<file path="config.mk">
export PLATFORM = sky130hd
export DESIGN_NAME = radio_address_pattern_fix
export DESIGN_NICKNAME = d
export VERILOG_FILES = /design/src/rtl/core/rapf_pkg.sv /design/src/rtl/core/rapf_octet.sv /design/src/rtl/core/rapf_serial.sv /design/src/rtl/core/radio_address_pattern_fix.sv
export VERILOG_INCLUDE_DIRS = /design/src /design/src/rtl/core
export SDC_FILE = /design/constraint.sdc
export NUM_CORES = 1
export LEC_CHECK = 0
export CORE_ASPECT_RATIO = 0.5
export CORE_MARGIN = 8
export CORE_UTILIZATION = 45
export DETAILED_ROUTE_END_ITERATION = 10
export DONT_BUFFER_PORTS = 1
export PLACE_DENSITY = 0.59
export SLEW_MARGIN = 20
export SYNTH_ARGS = -nofsm -noshare
export SYNTH_HDL_FRONTEND = slang
export SYNTH_HIERARCHICAL = 1
export SYNTH_SLANG_ARGS = --single-unit
</file>
<file path="constraint.sdc">
create_clock -name aclk -period 10.4 [get_ports aclk]
set_clock_uncertainty 0.2 [all_clocks]
set_input_delay 0.52 -clock aclk [delete_from_list [all_inputs] [get_ports aclk]]
set_output_delay 0.52 -clock aclk [all_outputs]
set_load 0.01 [all_outputs]
</file>
<file path="src/rtl/core/assert_macros.svh">
// Assertion macros shared by the address pattern fix RTL.
// No dependencies; included by the files that carry assertions.
`ifndef ASSERT_MACROS_SVH
`define ASSERT_MACROS_SVH

// Checked only while out of reset.
`define RAPF_ASSERT(lbl, clk, rst_n, prop, msg) \
    lbl: assert property (@(posedge clk) disable iff (!rst_n) prop) else $error(msg);

// Checked at every edge, reset included.
`define RAPF_ASSERT_ALWAYS(lbl, clk, prop, msg) \
    lbl: assert property (@(posedge clk) prop) else $error(msg);

`endif

</file>
<file path="src/rtl/core/rapf_pkg.sv">
// Package for the radio address pattern fix: widths, correction constants
// and the control struct passed from the sequencer to the shift datapath.
// No dependencies.
package rapf_pkg;

    localparam int ADDR_W     = 40;
    localparam int BYTE_W     = 8;
    localparam int OCT_N      = ADDR_W / BYTE_W;
    localparam int FIX_W      = 32;
    localparam int RUN_W      = 9;
    localparam int RUN_BIT    = 6;
    localparam int TOG_BIT    = 5;
    localparam int WIN_STEPS  = ADDR_W - BYTE_W;
    localparam int STEP_W     = $clog2(WIN_STEPS);
    localparam int PASS_COUNT = 3;
    localparam int PASS_W     = $clog2(PASS_COUNT);

    localparam logic [FIX_W-1:0]  OCT_FIX = 32'h8442_2110;
    localparam logic [BYTE_W-1:0] TOG_A   = 8'h55;
    localparam logic [BYTE_W-1:0] TOG_B   = 8'hAA;

    typedef struct packed {
        logic load;
        logic oct;
        logic step;
        logic fin;
    } rapf_ctrl_t;

endpackage

</file>
<file path="src/rtl/core/rapf_octet.sv">
// Equal-octet detector and correction mask generator.
// Depends on rapf_pkg.
module rapf_octet (
    input  logic [rapf_pkg::ADDR_W-1:0] addr,
    output logic [rapf_pkg::ADDR_W-1:0] mask,
    output logic                        hit
);
    import rapf_pkg::*;

    logic [BYTE_W-1:0] oct [OCT_N];
    logic [OCT_N-1:1]  diff0;
    logic              ref0_hit;
    logic              ref1_hit;

    always_comb begin
        for (int i = 0; i < OCT_N; i++) begin
            oct[i] = addr[i*BYTE_W +: BYTE_W];
        end
        for (int i = 1; i < OCT_N; i++) begin
            diff0[i] = (oct[i] != oct[0]);
        end
        ref0_hit = $onehot0(diff0);
        ref1_hit = (oct[2] == oct[1]) && (oct[3] == oct[1]) && (oct[4] == oct[1]);
        hit      = ref0_hit || ref1_hit;

        // skip over a differing octet 1 to 3; whole mask in the low 32 bits otherwise
        if (ref0_hit && diff0[1]) begin
            mask = {OCT_FIX[31:8], 8'h00, OCT_FIX[7:0]};
        end else if (ref0_hit && diff0[2]) begin
            mask = {OCT_FIX[31:16], 8'h00, OCT_FIX[15:0]};
        end else if (ref0_hit && diff0[3]) begin
            mask = {OCT_FIX[31:24], 8'h00, OCT_FIX[23:0]};
        end else begin
            mask = {{(ADDR_W-FIX_W){1'b0}}, OCT_FIX};
        end
    end

endmodule

</file>
<file path="src/rtl/core/rapf_serial.sv">
// Address shift register with the bit-serial window check.
// Depends on rapf_pkg and rapf_octet.
module rapf_serial (
    input  logic                        aclk,
    input  logic                        aresetn,
    input  rapf_pkg::rapf_ctrl_t        ctrl,
    input  logic [rapf_pkg::ADDR_W-1:0] load_addr,
    output logic [rapf_pkg::ADDR_W-1:0] addr,
    output logic                        hit
);
    import rapf_pkg::*;

    logic [ADDR_W-1:0] addr_reg;
    logic [ADDR_W-1:0] addr_next;
    logic [ADDR_W-1:0] oct_mask;
    logic              oct_hit;
    logic [ADDR_W-1:0] tmp;
    logic [RUN_W-1:0]  win;
    logic [BYTE_W-1:0] lo_byte;

    rapf_octet u_octet (
        .addr (addr_reg),
        .mask (oct_mask),
        .hit  (oct_hit)
    );

    always_comb begin
        tmp       = addr_reg;
        win       = addr_reg[RUN_W-1:0];
        lo_byte   = addr_reg[BYTE_W-1:0];
        addr_next = addr_reg;
        hit       = 1'b0;
        if (ctrl.load) begin
            addr_next = load_addr;
        end else if (ctrl.oct) begin
            hit = oct_hit;
            if (oct_hit) begin
                addr_next = addr_reg ^ oct_mask;
            end
        end else if (ctrl.step) begin
            if (win == '0 || (&win)) begin
                tmp[RUN_BIT] = ~tmp[RUN_BIT];
                hit          = 1'b1;
            end else if (lo_byte == TOG_A || lo_byte == TOG_B) begin
                tmp[TOG_BIT] = ~tmp[TOG_BIT];
                hit          = 1'b1;
            end
            addr_next = {tmp[0], tmp[ADDR_W-1:1]};
        end else if (ctrl.fin) begin
            if (lo_byte == TOG_A || lo_byte == TOG_B) begin
                tmp[TOG_BIT] = ~tmp[TOG_BIT];
                hit          = 1'b1;
            end
            // back into place after the window sweep
            addr_next = {tmp[BYTE_W-1:0], tmp[ADDR_W-1:BYTE_W]};
        end
    end

    always_ff @(posedge aclk) begin
        if (!aresetn) begin
            addr_reg <= '0;
        end else begin
            addr_reg <= addr_next;
        end
    end

    assign addr = addr_reg;

endmodule

</file>
<file path="src/rtl/core/radio_address_pattern_fix.sv">
// Radio base address pattern fix, 40-bit. One corrected address per item
// taken on the s_ channel, delivered on the m_ channel. An item takes one
// to three passes from acceptance to a result: each pass runs equal-octet
// correction, the window sweep, a check of the top byte and a decision,
// all on a single 40-bit shift register rotated one bit per sweep step.
// The last decision cycle waits while the output register still holds an
// unaccepted result. A new item is taken from the cycle after the previous
// result has moved to the output register. Depends on rapf_pkg,
// rapf_serial, rapf_octet, assert_macros.svh.
`include "assert_macros.svh"

module radio_address_pattern_fix (
    input  logic                        aclk,
    input  logic                        aresetn,
    input  logic                        s_valid,
    output logic                        s_ready,
    input  logic [rapf_pkg::ADDR_W-1:0] s_address_in,
    output logic                        m_valid,
    input  logic                        m_ready,
    output logic [rapf_pkg::ADDR_W-1:0] m_address_out
);
    import rapf_pkg::*;

    localparam logic [2:0] ST_IDLE = 3'd0;
    localparam logic [2:0] ST_OCT  = 3'd1;
    localparam logic [2:0] ST_WIN  = 3'd2;
    localparam logic [2:0] ST_FIN  = 3'd3;
    localparam logic [2:0] ST_DONE = 3'd4;

    localparam logic [STEP_W-1:0] STEP_LAST = STEP_W'(WIN_STEPS - 1);
    localparam logic [PASS_W-1:0] PASS_LAST = PASS_W'(PASS_COUNT - 1);

    logic [2:0]        state_reg, state_next;
    logic [STEP_W-1:0] step_reg, step_next;
    logic [PASS_W-1:0] pass_reg, pass_next;
    logic              fix_reg, fix_next;
    logic              m_valid_reg, m_valid_next;
    logic [ADDR_W-1:0] m_addr_reg, m_addr_next;
    rapf_ctrl_t        ctrl;
    logic [ADDR_W-1:0] cur_addr;
    logic              hit;

    rapf_serial u_serial (
        .aclk      (aclk),
        .aresetn   (aresetn),
        .ctrl      (ctrl),
        .load_addr (s_address_in),
        .addr      (cur_addr),
        .hit       (hit)
    );

    always_comb begin
        state_next   = state_reg;
        step_next    = step_reg;
        pass_next    = pass_reg;
        fix_next     = fix_reg;
        m_valid_next = m_valid_reg && !m_ready;
        m_addr_next  = m_addr_reg;
        ctrl         = '0;
        case (state_reg)
            ST_IDLE: begin
                if (s_valid) begin
                    ctrl.load  = 1'b1;
                    pass_next  = '0;
                    state_next = ST_OCT;
                end
            end
            ST_OCT: begin
                ctrl.oct   = 1'b1;
                fix_next   = hit;
                step_next  = '0;
                state_next = ST_WIN;
            end
            ST_WIN: begin
                ctrl.step = 1'b1;
                fix_next  = fix_reg || hit;
                step_next = step_reg + 1'b1;
                if (step_reg == STEP_LAST) begin
                    state_next = ST_FIN;
                end
            end
            ST_FIN: begin
                ctrl.fin   = 1'b1;
                fix_next   = fix_reg || hit;
                state_next = ST_DONE;
            end
            ST_DONE: begin
                if (fix_reg && pass_reg != PASS_LAST) begin
                    pass_next  = pass_reg + 1'b1;
                    state_next = ST_OCT;
                end else if (!m_valid_reg || m_ready) begin
                    m_valid_next = 1'b1;
                    m_addr_next  = cur_addr;
                    state_next   = ST_IDLE;
                end
            end
            default: begin
                state_next = ST_IDLE;
            end
        endcase
    end

    always_ff @(posedge aclk) begin
        if (!aresetn) begin
            state_reg   <= ST_IDLE;
            step_reg    <= '0;
            pass_reg    <= '0;
            fix_reg     <= 1'b0;
            m_valid_reg <= 1'b0;
        end else begin
            state_reg   <= state_next;
            step_reg    <= step_next;
            pass_reg    <= pass_next;
            fix_reg     <= fix_next;
            m_valid_reg <= m_valid_next;
        end
        m_addr_reg <= m_addr_next;
    end

    assign s_ready       = (state_reg == ST_IDLE);
    assign m_valid       = m_valid_reg;
    assign m_address_out = m_addr_reg;

    `RAPF_ASSERT_ALWAYS(a_reset_idle, aclk,
        !aresetn |=> (state_reg == ST_IDLE && !m_valid_reg), "reset must leave block idle")
    `RAPF_ASSERT(a_busy_after_accept, aclk, aresetn,
        (s_valid && s_ready) |=> (state_reg == ST_OCT && !s_ready), "item not started")
    `RAPF_ASSERT(a_sweep_end, aclk, aresetn,
        (state_reg == ST_WIN && step_reg == STEP_LAST) |=> (state_reg == ST_FIN),
        "window sweep overran")
    `RAPF_ASSERT(a_pass_limit, aclk, aresetn,
        (state_reg == ST_DONE && pass_reg == PASS_LAST) |=> (state_reg != ST_OCT),
        "too many passes")

endmodule

</file>
* Yosys cells after proc, flatten, opt, wreduce, memory -nomap -nowiden *
Index checks and enable logic that the tools add are counted.

operators by class
  add/sub/neg operators = 5
  order comparisons = 1
  eq/ne operators = 20
  mux-type cells = 35
  bitwise logic cells = 4
  reductions and logical operators = 26

operators by type and width
  cell                                                                   number
  40-bit two-way mux                                                     8
  40-bit bitwise XOR                                                     1
  8-bit != test                                                          4
  8-bit equality test                                                    3
  1-bit two-way mux                                                      17
  3-bit case mux with 5 select lines                                     1
  3-bit two-way mux                                                      4
  5-bit case mux with 2 select lines                                     1
  9-bit zero test                                                        1
  3-bit AND reduction                                                    3
  9-bit AND reduction                                                    1
  8-bit by 7-bit equality test with 1-bit output, second input constant  1
  8-bit equality test, second input constant                             1
  2-bit != test, second input constant                                   4
  1-bit logical AND                                                      7
  3-bit by 2-bit equality test with 1-bit output, second input constant  2
  2-bit nonzero test                                                     3
  5-bit by 1-bit adder with 5-bit output, second input constant          1
  5-bit equality test, second input constant                             1
  1-bit logical OR                                                       5
  1-bit by 1-bit adder with 2-bit output                                 2
  2-bit two-way mux                                                      2
  2-bit case mux with 2 select lines                                     1
  4-bit nonzero test                                                     1
  13 further kinds                                                       16

storage, ports and cells
  register bits = 92
  output and inout bits = 42

* Longest topological paths before layout *
  word-level depth = 12
  depth in mapped cells = 19
  gate-level depth less buffers = 17

* By module *
The synthesis kept the hierarchy.

modules (own cells, without submodules)
  module                     instances  cells each  area an instance (µm²)  sequential area each (µm²)
  rapf_serial                1          386         3089.2                  800.8
  radio_address_pattern_fix  1          117         1861.8                  1441.4
  rapf_octet                 1          138         1013.5                  0.0

* Least setup slack after synthesis *
No wires, ideal clock.

  path type = reg-to-reg
  start point = register u_serial.addr_reg[6], in the netlist u_serial/addr[6]
  end point = register u_serial.addr_reg[2], in the netlist u_serial/addr[2]
  setup time = 0.059 ns
  arrival = 3.761 ns
  data required time = 10.141 ns
  slack = 6.380 ns
  stages on the path, launching flop included = 18
  buffers on the path = 3
  clock period less this slack = 4.020 ns
  path through = dfxtp_1 clkbuf_1 xnor2_1 nand4_1 nor2_1 inv_1 ha_1 inv_1 fa_1 ha_1 nor3_1 a21oi_1 o31ai_1 nor2b_1 o21a_1 buf_2 buf_1 o221a_2

between the ends
  elaborated cells between the ends (all ways) = 19

RTL lines
  element                                                                            RTL line           source
  start: declaration                                                                 rapf_serial.sv:13  logic [ADDR_W-1:0] addr_reg;
  start signal: assignment                                                           rapf_serial.sv:63  addr_reg <= addr_next;
  8-bit != test                                                                      rapf_octet.sv:20   diff0[i] = (oct[i] != oct[0]);
  1-bit by 1-bit adder with 2-bit output (implied by the code)                       rapf_octet.sv:22   ref0_hit = $onehot0(diff0);
  2-bit by 2-bit adder with 3-bit output (implied by the code) *                     rapf_octet.sv:22
  3-bit by 1-bit less-or-equal comparator with 1-bit output (implied by the code) *  rapf_octet.sv:22
  1-bit logical OR *                                                                 rapf_octet.sv:24   hit = ref0_hit || ref1_hit;
  named net u_serial.oct_hit                                                         rapf_serial.sv:16  logic oct_hit;
  3-bit by 1-bit != test with 1-bit output (no line) *                               --
  2-bit AND reduction (no line) *                                                    --

Mark *: on every way through the listed nets, which the timed path passes. The rest lies on a longest branch. The select of a mux whose other input is x is not followed.
A chain may end at the register's enable or synchronous reset.

* Worst setup path in the final report *
  start point = register u_serial.addr_reg[7], in the netlist u_serial/addr[7]
  end point = register u_serial.addr_reg[19], in the netlist u_serial/addr[19]

The elaborated chain is that of the path after synthesis.

==> metrics.md <==
| Metric | Value |
|---|---|
| Tot GR Track Use | 20.61% |
| Dpl ws | 5.477 ns |
| Vias in the first global route | 4,471 |
| Worst-Margin Slew | 0.8919 ns |
| Die area | 0.01742 mm^2 |
| Setup tns final | 0 ns |
| Hpwl dp | 12,030 um |
| Area delta synth->final | 3.818% |
| Antenna violations before repair | 0 |
| Reg2reg path depth | 16 |
| #FFs+latches synth | 92 |
| Top FF cell, synth | dfxtp_1 |
| Mapped Area | 0.005964 mm^2 |
| Wire length on met3 | 1877 um |
| Clk sinks | 92 |
| Unrepaired setup endpoints after global routing | false |
| Core ar. | 0.01281 mm^2 |
| # port buffers | 0 |
| Pwr dens | 213.6 mW/mm^2 |
| DRT iter0 DRCs | 528 |
| First-pass GRT wire length | 27,840 um |
| Asr flop ratio synth | 0% |
| WS Path Type | reg2reg |
| # diodes | 0 |
| Status | completed |
| Avg Inst Size Synth | 9.305 um^2 |
| Post-synth EDFFs | 40 |
| Vias/cell | 6.290 |
| CTS root buf | clkbuf_16 |
| Placed cells | 762 |
| Seq/Total Area, Yosys | 37.59% |
| Crit start category | register |
| Layout cell share with drive strength beyond 1 | 13.82% |
| Worst IR Drop VDD | 0.09816 mV |
| Post-DP Area | 0.005889 mm^2 |
| Util after Layout | 48.34% |
| Max Slew Vio Count | 0 |
| Post_cts resized | 0 |
| Reg-to-Reg End | u_serial/addr[19] |
| Pre-Repair DR Iteration Count | 5 |
| Antenna viol nets, final | 0 |
| RePlAce Congestion | 0.8963 |
| CTS max path bufs | 2 |
| Fmax | 0.2015 GHz |
| Number of max-cap violations | 0 |
| HP Class | in2reg |
| Final instance area | 0.006192 mm^2 |
| Die span in x | 178.8 um |
| CP top delay family | compound AO/OA/AOI/OAI gates |
| Most frequent cells in the layout | o21ai_0, dfxtp_1, edfxtp_1, xnor2_1, nand2_1 |
| Data arrival, critical path | 5.00 ns |
| Grt total ovfl | 0 |
| Largest net degree at the start of global routing | 88 |
| Crit path required time | 10.44 ns |
| Commonest non-fill, non-tap cell in the layout | o21ai_0 |
| Fillers | 1,203 |
| Total CTS buffers | 9 |
| H-tree levels | 3 |
| Fin crit period | 4.964 ns |
| Synth cell types | 66 |
| Crit path to | u_serial/addr[19] |
| Max Fanout on Critical Path | 23 |
| Post-CTS Repair Setup Buffers | 0 |
| Critical Path Stages | 16 |
| Top sig layer | met4 |
| Reg2Reg Setup Slack | 5.44 ns |
| Total number of vias | 4,894 |
| Highest-delay cell along the critical path | o21ai_2 |
| Final Setup Violations | 0 |
| Final Hold Fails | 0 |
| DRT met1 WL | 8459 um |
| TritonCTS clock tree | yes |
| Crit path buf inv count | 3 |
| Clk Latency, worst-skew pair | 0.35 ns |
| Mapped Cells | 641 |
| WL final | 18,230 um |
| Hold Buf Count CTS | 0 |
| Routed WL per cell | 23.43 um |
| R2R Path Start | u_serial/addr[7] |
| Crit. Startpoint | u_serial/addr[7] |
| LEAKAGE | 2.066 nW |
| Final Non-Filler Cells | 778 |
| Fin crit share | 47.73% |
| Initial Utilization | 46.57% |
| I/O pins | 86 |
| DR DRC count | 0 |
| Crit end category | register |
| Synth warnings | 6 |
| # rows | 29 |
| Critical Path, Cell by Cell | xnor2_1, nand4_1, nor2_1, inv_1, ha_1, inv_1, fa_1, ha_1, nor3_1, a21oi_1, o31ai_1, nor2b_1, o21ai_2, buf_4, o21ai_0, a32o_1 |
| PnR worst setup slack | 5.436 ns |
| Met2 WL | 7701 um |
| Slew margin rel. | 40.32% |
| Die Span Y | 97.41 um |
| Reg clk slew, reported paths | 0.07 ns |
| Final nets | 655 |
| Max incr delay on CP | 0.66 ns |
==> worst min-delay path by stage <==
stage	start	end	slack [ns]	cells after the start
3_5_place_dp	step_reg[4]	step_reg[4]	0.26	2
3_3_place_gp	step_reg[4]	step_reg[4]	0.25	2
2_1_floorplan	step_reg[4]	step_reg[4]	0.24	2
4_1_cts	aresetn	u_serial/addr[5]	0.1	1
5_1_grt	aresetn	state_reg[1]	0.1	1
6_report	aresetn	state_reg[1]	0.12	1
==> worst reg2reg max path: cells and delay by family (launching register included) <==
kind / cells / cell delay (ns)
and+or+nand+nor: 4 / 0.79
AOI/OAI and AO/OA: 5 / 1.50
adders and majority gates: 3 / 1.02
xor gates and xnor gates: 1 / 0.18
DFF: 1 / 0.64
buffers and inverters: 3 / 0.54
==> layout make-up <==
type	instances	area, um^2	area share, %
Sequential cell	92	2242	36.21
Clock inverter	5	60.06	0.9699
Clock buffer	11	242.7	3.920
Inverter	18	67.56	1.091
Timing Repair Buffer	8	60.06	0.9699
Multi-Input combinational cell	474	3307	53.40
Tap cell	170	212.7	3.435
==> where the power goes <==
group	internal, mW	switching, mW
combinational	0.205	0.233
clock	0.194	0.148
sequential	0.422	0.120
==> cells in the mapped netlist, types with 2 or more instances <==
library cell,instances,area [um^2]
clkbuf_1,34,127.6
mux2i_1,11,110.1
edfxtp_1,40,1201
o211ai_1,19,142.6
nand3b_1,13,97.59
a221oi_1,2,17.52
nand4_1,13,81.33
xor2_1,9,78.83
dfxtp_1,52,1041
ha_1,7,87.58
a21o_1,2,15.01
and3_1,5,31.28
nor3_1,8,40.04
o22ai_1,5,31.28
or3_1,2,12.51
buf_2,8,40.04
a21boi_0,2,15.01
buf_4,34,255.2
nor2b_1,5,31.28
buf_6,2,22.52
a32oi_1,2,17.52
o21a_1,34,255.2
a31oi_1,6,37.54
conb_1,2,7.510
nand2_1,35,131.4
xnor2_1,39,341.6
nand3_1,32,160.2
o31ai_1,2,15.01
a32o_1,10,100.1
mux2_2,26,292.8
a21oi_1,21,105.1
or4_4,2,22.52
inv_1,17,63.81
nor2_1,13,48.80
nor4_2,2,25.02
nand2b_1,9,56.30
a22oi_1,2,15.01
buf_1,5,18.77
and2_1,2,12.51
o221a_2,18,202.7
o21ai_0,64,320.3
==> logic make-up (layout without fill, tap and decap cells) <==
kind of cell    Yosys count  in the layout  share of synthesized area, %
compound gates          201            201                         23.37
simple gates            152            152                         14.39
buf+inv                 101             42                         8.915
flops                    92             92                         37.59
xor+xnor                 48             48                         7.049
mux                      37             37                         6.755
fa+ha+maj                 8              8                         1.804
other cells               2             28                        0.1259
==> metal layers <==
layer / vias up / global-route usage, %
li1: 2257 / -
met1: 2380 / 29.67
met2: 240 / 29.33
met3: 17 / 6.517
met4: 0 / 4.169
met5: - / 0
==> metrics by stage <==
step / power (mW) / hold slack, ns
floorplan: 0.8754 / 0.2403
global placement: 0.9704 / 0.2479
detailed placement: 0.9743 / 0.2571
CTS: 1.316 / 0.09974
global route: 1.392 / 0.09694
finish: 1.322 / 0.1210
(Power assumes the default switching activity.)
